$ cat src/rtl/lzbd_pkg.sv
`timescale 1ns / 1ps
// ----------------------------------------------------------------------------
// LZ bitstream decompressor package
// Shared constants, result kinds and the result request type used between
// the decoder core and the output stage.
// ----------------------------------------------------------------------------
package lzbd_pkg;

  localparam int BYTES_W = 24;
  localparam int PADDR_W = 3;
  localparam int PDATA_W = 32;

  localparam logic REG_OUTPUT_LENGTH = 1'b0;

  localparam logic [1:0] KIND_DATA = 2'd0;
  localparam logic [1:0] KIND_END  = 2'd1;
  localparam logic [1:0] KIND_HDR  = 2'd2;
  localparam logic [1:0] KIND_REF  = 2'd3;

  typedef struct packed {
    logic       valid;
    logic       eoi;
    logic [1:0] kind;
    logic [7:0] data;
  } lzbd_req_t;

endpackage

$ cat src/rtl/lzbd_emit.sv
`timescale 1ns / 1ps
// ----------------------------------------------------------------------------
// Result output stage
// Holds one result back so that the last result of each item can be marked,
// and drives the registered output channel.
// ----------------------------------------------------------------------------
module lzbd_emit (
  input  logic              clk,
  input  logic              rst,
  input  lzbd_pkg::lzbd_req_t req,
  output logic              req_ready,
  output logic              out_valid,
  input  logic              out_ready,
  output logic [1:0]        kind,
  output logic [7:0]        out_byte,
  output logic              last
);

  import lzbd_pkg::*;

  logic       hold_valid;
  logic [1:0] hold_kind;
  logic [7:0] hold_data;
  logic       out_free;
  logic       req_acc;

  assign out_free  = !out_valid || out_ready;
  assign req_ready = !hold_valid || out_free;
  assign req_acc   = req.valid && req_ready;

  always_ff @(posedge clk) begin
    if (rst) begin
      hold_valid <= 1'b0;
      out_valid  <= 1'b0;
    end else begin
      if (req_acc && hold_valid) begin
        out_valid <= 1'b1;
        kind      <= hold_kind;
        out_byte  <= hold_data;
        last      <= req.eoi;
      end else if (out_ready) begin
        out_valid <= 1'b0;
      end
      if (req_acc) begin
        if (req.eoi) begin
          hold_valid <= 1'b0;
        end else begin
          hold_valid <= 1'b1;
          hold_kind  <= req.kind;
          hold_data  <= req.data;
        end
      end
    end
  end

endmodule

$ cat config.mk
export PLATFORM = sky130hd
export DESIGN_NAME = lzbd_emit
export DESIGN_NICKNAME = d
export VERILOG_FILES = /design/src/rtl/lzbd_pkg.sv /design/src/rtl/lzbd_emit.sv
export SDC_FILE = /design/constraint.sdc
export NUM_CORES = 1
export LEC_CHECK = 0
export ABC_AREA = 1
export BUFFER_PORTS_ARGS = -buffer_cell sky130_fd_sc_hd__buf_2
export CAP_MARGIN = 20
export CORE_MARGIN = 1
export CORE_UTILIZATION = 32
export DETAILED_ROUTE_END_ITERATION = 7
export PLACE_DENSITY = 0.68
export SYNTH_ARGS = -nofsm -noshare
export SYNTH_HDL_FRONTEND = slang
export SYNTH_SLANG_ARGS = --single-unit
$ cat constraint.sdc
create_clock -name clk -period 4.1 [get_ports clk]
set_input_delay 0.41 -clock clk [delete_from_list [all_inputs] [get_ports clk]]
set_output_delay 0.41 -clock clk [all_outputs]
set_load 0.02 [all_outputs]
Yosys cells after proc, flatten, opt, wreduce, memory -nomap -nowiden
Cells that the tools add are included.
{"block": "totals", "output_inout_bits": 13, "reg_bits": 23, "inputBits": 15}
{"block": "classes", "reduce_logical": 9, "mux": 3, "bitwise_logic": 2}
{"cell": "$mux 1", "n": 3}
{"cell": "$reduce_and 3->1", "n": 1}
{"cell": "$logic_and 1x1->1", "n": 2}
{"cell": "$logic_not 1->1", "n": 2}
{"cell": "$logic_or 1x1->1", "n": 2}
{"cell": "$not 1->1", "n": 2}
{"cell": "$reduce_and 2->1", "n": 1}
{"cell": "$reduce_bool 2->1", "n": 1}

Longest topological paths before layout
{"block": "depth", "ltp_word": 6, "depth_mapped": 5}

Least setup slack after synthesis
OpenSTA, ideal clock, no wires.
{"block": "synth_timing", "path_kind": "input to register", "start": "input port out_ready", "end": "register kind[0] (enable)", "setup_ps": 378, "stages": 4, "n_path_buf": 0, "slack_ps": 2579, "arrival_time_ps": 1143, "path_cell_list": "inv_1 > nand3_2 > nand2_1 > nor2_1"}
{"block": "synth_between", "elab_chain_len": 5}
{"item": "start: declaration", "line": "lzbd_emit.sv:13", "source": "input logic out_ready,"}
{"item": "$logic_or 1x1->1", "line": "lzbd_emit.sv:27", "source": "assign out_free = !out_valid || out_ready;"}
{"item": "$logic_or 1x1->1", "line": "lzbd_emit.sv:28", "source": "assign req_ready = !hold_valid || out_free;"}
{"item": "via req_ready", "line": "lzbd_emit.sv:11", "source": "output logic req_ready,"}
{"item": "$logic_and 1x1->1", "line": "lzbd_emit.sv:29", "source": "assign req_acc = req.valid && req_ready;"}
{"item": "$logic_and 1x1->1", "line": "lzbd_emit.sv:36", "source": "if (req_acc && hold_valid) begin"}
{"item": "$reduce_and 2->1 (no source line)"}
{"item": "end signal: assignment", "line": "lzbd_emit.sv:38", "source": "kind <= hold_kind;"}
{"item": "end: declaration", "line": "lzbd_emit.sv:14", "source": "output logic [1:0] kind,"}
The timed path passes the listed nets, and every way through them passes these cells.
A chain may end at the register's enable or synchronous reset.

Worst setup path in the final report
{"block": "layout_timing", "start": "register hold_valid", "end": "register out_byte[0] (enable)"}
{"block": "layout_between", "elab_chain_len": 5}
{"item": "start: declaration", "line": "lzbd_emit.sv:21", "source": "logic hold_valid;"}
{"item": "start signal: assignment", "line": "lzbd_emit.sv:33", "source": "hold_valid <= 1'b0;"}
{"item": "start signal: assignment", "line": "lzbd_emit.sv:46", "source": "hold_valid <= 1'b0;"}
{"item": "start signal: assignment", "line": "lzbd_emit.sv:48", "source": "hold_valid <= 1'b1;"}
{"item": "$logic_not 1->1", "line": "lzbd_emit.sv:28"}
{"item": "$logic_or 1x1->1", "line": "lzbd_emit.sv:28"}
{"item": "$logic_and 1x1->1", "line": "lzbd_emit.sv:29"}
{"item": "$logic_and 1x1->1 (*)", "line": "lzbd_emit.sv:36"}
{"item": "$reduce_and 2->1 (no source line) (*)"}
{"item": "end signal: assignment", "line": "lzbd_emit.sv:39", "source": "out_byte <= hold_data;"}
{"item": "end: declaration", "line": "lzbd_emit.sv:15", "source": "output logic [7:0] out_byte,"}
Every way passes the cells marked *; elsewhere a longest branch is shown, timed or not.

==> reports/metrics.csv <==
stage,metric,value,unit
run_status,status,"complete, no violations",
setup_path,Setup crit start kind,register,
detailed_routing,Routed Antenna Nets,0,
place,placed standard-cell area,912,um^2
power,Clock power frac,25.9,%
detailed_routing,first-pass detailed-route iteration total,4,
detailed_routing,WL met2,501,um
yosys,register area share after synthesis,90.4,%
final_layout,area grow syn2layout,26.6,%
sta,setup TNS,0,ns
final_layout,Final Cell Area,940,um^2
global_route,initial antenna violation count,0,
detailed_routing,uppermost layer routed,met4,
yosys,post-synthesis compound-gate area fraction,0.675,%
setup_path,"Top cell by count, worst path",inv_1,
sta,final hold violations,0,
global_route,remaining global-route overflow,0,
setup_path,crit end category,register,
yosys,Synth Flop Type,edfxtp_1,
power,PwrDens,401,mW/mm^2
yosys,syn_area_per_cell,19.0,um^2
final_layout,layout cells sized above 1,47.1,%
place,RD Place Congestion,0.638,
yosys,"area leader, netlist",edfxtp_1,
sta,RSZ-0062 raised after global routing,false,
sta,Fmax achieved,632,MHz
yosys,YS warnings,0,
floorplan,Die X,50.2,um
yosys,Mapped Area,742,um^2
clock_tree,total setup buffers inserted after CTS,0,
global_route,global-route wire length before repair,1560,um
clock_tree,H-tree Lvls,1,
min_path,hold crit path type,in -> reg,
power,Net Sw Frac,19.2,%
sta,Worst slew margin,44.5,%
global_route,largest net degree at the start of global routing,14,
final_layout,# fillers,203,
yosys,Syn Nets,54,
sta,Tcrit/Tclk final,38.6,%
clock_tree,root buffer cell,clkbuf_4,
power,LEAKAGE,0.373,nW
yosys,Mapped Cells,39,
setup_path,largest stage delay on the critical path,0.64,ns
yosys,largest family of logic cells by synthesized area,simple AND/OR/NAND/NOR gates,
final_layout,final std cells w/o fill,98,
floorplan,Starting Density,33.9,%
detailed_routing,routed wl met3,75,um
detailed_routing,total vias in the final route,397,
detailed_routing,DRC viols,0,
power,combinational power share,4.4,%
clock_tree,CTS Hold Buffers Added,0,
global_route,vias in the first global route,375,
final_layout,Nets,86,
yosys,most frequent cell after synthesis,edfxtp_1,
yosys,most frequent cells after synthesis,"21 x edfxtp_1, 5 x inv_1, 4 x nor2_1",
power,P_sw,72.4,uW
clock_tree,CTS tree,done,
yosys,share of the synthesized area in the top cell type,85.0,%
yosys,"EDFF count, synth",21,
yosys,number of synthesized register bits,23,
floorplan,full die area,0.00252,mm^2
clock_tree,Clock transition at path regs,0.11,ns
floorplan,Die H,50.2,um
final_layout,Ant. Diodes,0,
sta,Least-Margin Pin Slew,0.829,ns
setup_path,crit path cell chain,inv_1 > nor2_2 > inv_1 > nor2_1,
detailed_routing,initial DRC count,5,
sta,Max Slew Vio Count,0,
yosys,"Distinct cells, synth",9,
detailed_routing,routed length per instance,10.2,um
clock_tree,Sink Count,23,
sta,# setup viols final,0,
setup_path,kind of critical path,reg -> reg,
clock_tree,CTS resizes,0,
clock_tree,clk_lat worst skew,0.30,ns
yosys,Simple-Gate Fraction of Synth Area,6.41,%
setup_path,WP data required,4.04,ns
floorplan,io pins,28,
sta,Final Skew,0.000533,ns
flow_run,max cap viols,0,
yosys,asr flop ratio synth,0,%
setup_path,"Arr. time, crit path",1.52,ns
place,Post-DP HPWL,766,um
power,Internal Pwr Total,304,uW
sta,Period minus WS final,1.58,ns
detailed_routing,Vias/cell,4.05,
yosys,Synth Area in Adders,0,%
yosys,xor and xnor area share after synthesis,0,%
setup_path,"Max FO, Critical Path",11,
power,sequential power share,69.7,%
floorplan,Core ar.,0.00219,mm^2
detailed_routing,WL met1,415,um
detailed_routing,final WL,1000,um
place,placed insts,94,
setup_path,Crit-path slowest cell,nor2_1,
clock_tree,CTS buffer count,3,
power,worst vdd rail ir drop,0.000162,V
floorplan,num rows,17,
global_route,GRT Util Overall,9.10,%
yosys,Area contributors post-synth,"edfxtp_1 85%, dfxtp_1 5.4%, inv_1 2.5%",
yosys,post-synthesis mux area share,0,%
clock_tree,Longest Clk Path Bufs,2,
place,IO buf count,27,
-- critical path, delay by kind of cell (launching register included) --
kind / cells / cell delay (ns)
buffers and inverters: 2 / 0.11
flip-flops: 1 / 0.39
AND/OR/NAND/NOR: 2 / 0.73
-- final timing paths --
kind,start,end,slack (ns),cells after the start
max reg2reg,hold_valid,out_byte[0],2.52,4
min,req[6],hold_data[6],0.28,1
max,hold_valid,out_byte[0],2.52,4
min reg2reg,hold_data[1],out_byte[1],0.43,0
-- cells in the final DEF (no fill, tap or decap) --
cell type	synthesis	final
a21oi_1	1	1
buf_2	0	27
clkbuf_4	0	3
clkinv_2	0	1
dfxtp_1	2	2
edfxtp_1	21	21
inv_1	5	5
nand2_1	3	3
nand3_1	1	1
nand3_2	1	1
nor2_1	4	4
nor2_2	1	1
-- per-layer routing --
layer | global-route usage (%) | vias to the layer above
met2 | 13.3 | 18
met4 | 7.14 | 0
met3 | 3.03 | 2
met5 | 0 | -
li1 | - | 200
met1 | 10.9 | 177
-- flip-flops by register name, indices dropped and copies added (netlist names) --
name	count
hold_valid	1
out_valid	1
kind	2
hold_kind	2
hold_data	8
last	1
out_byte	8
-- stage by stage --
step / util (%) / hold slack, ns / setup slack (ns) / total power, mW
floorplan: - / 0.400 / 2.58 / 0.275
global placement: 41.6 / 0.401 / 2.41 / 0.284
detailed placement: 41.6 / 0.405 / 2.35 / 0.285
CTS: 42.9 / 0.266 / 2.47 / 0.383
global route: 42.9 / 0.257 / 2.30 / 0.393
finish: 42.9 / 0.278 / 2.52 / 0.377
-- power groups by stage --
stage                     sequential [mW]  combinational [mW]  clock, mW
after floorplan                     0.270             0.00456          0
after global placement              0.268              0.0164          0
after detailed placement            0.268              0.0168          0
after CTS                           0.263              0.0168      0.103
after global routing                0.263              0.0186      0.111
final                               0.263              0.0165     0.0977
-- area by class of cell --
class | instances | area, um^2 | area share [%]
Multi-Input combinational cell | 11 | 52.6 | 5.59
Clock buffer | 3 | 22.5 | 2.40
Tap cell | 28 | 35.0 | 3.73
Clock inverter | 1 | 5.00 | 0.533
Sequential cell | 23 | 671 | 71.4
Inverter | 5 | 18.8 | 2.00
Timing Repair Buffer | 27 | 135 | 14.4
-- cells by family (layout without fill, tap and decap cells) --
kind of cell / Yosys count / count (layout)
AND/OR/NAND/NOR: 10 / 10
flip-flops: 23 / 23
AO/OA/AOI/OAI: 1 / 1
buffers and inverters: 5 / 36
No activity file was read; power rests on OpenSTA's default activity.
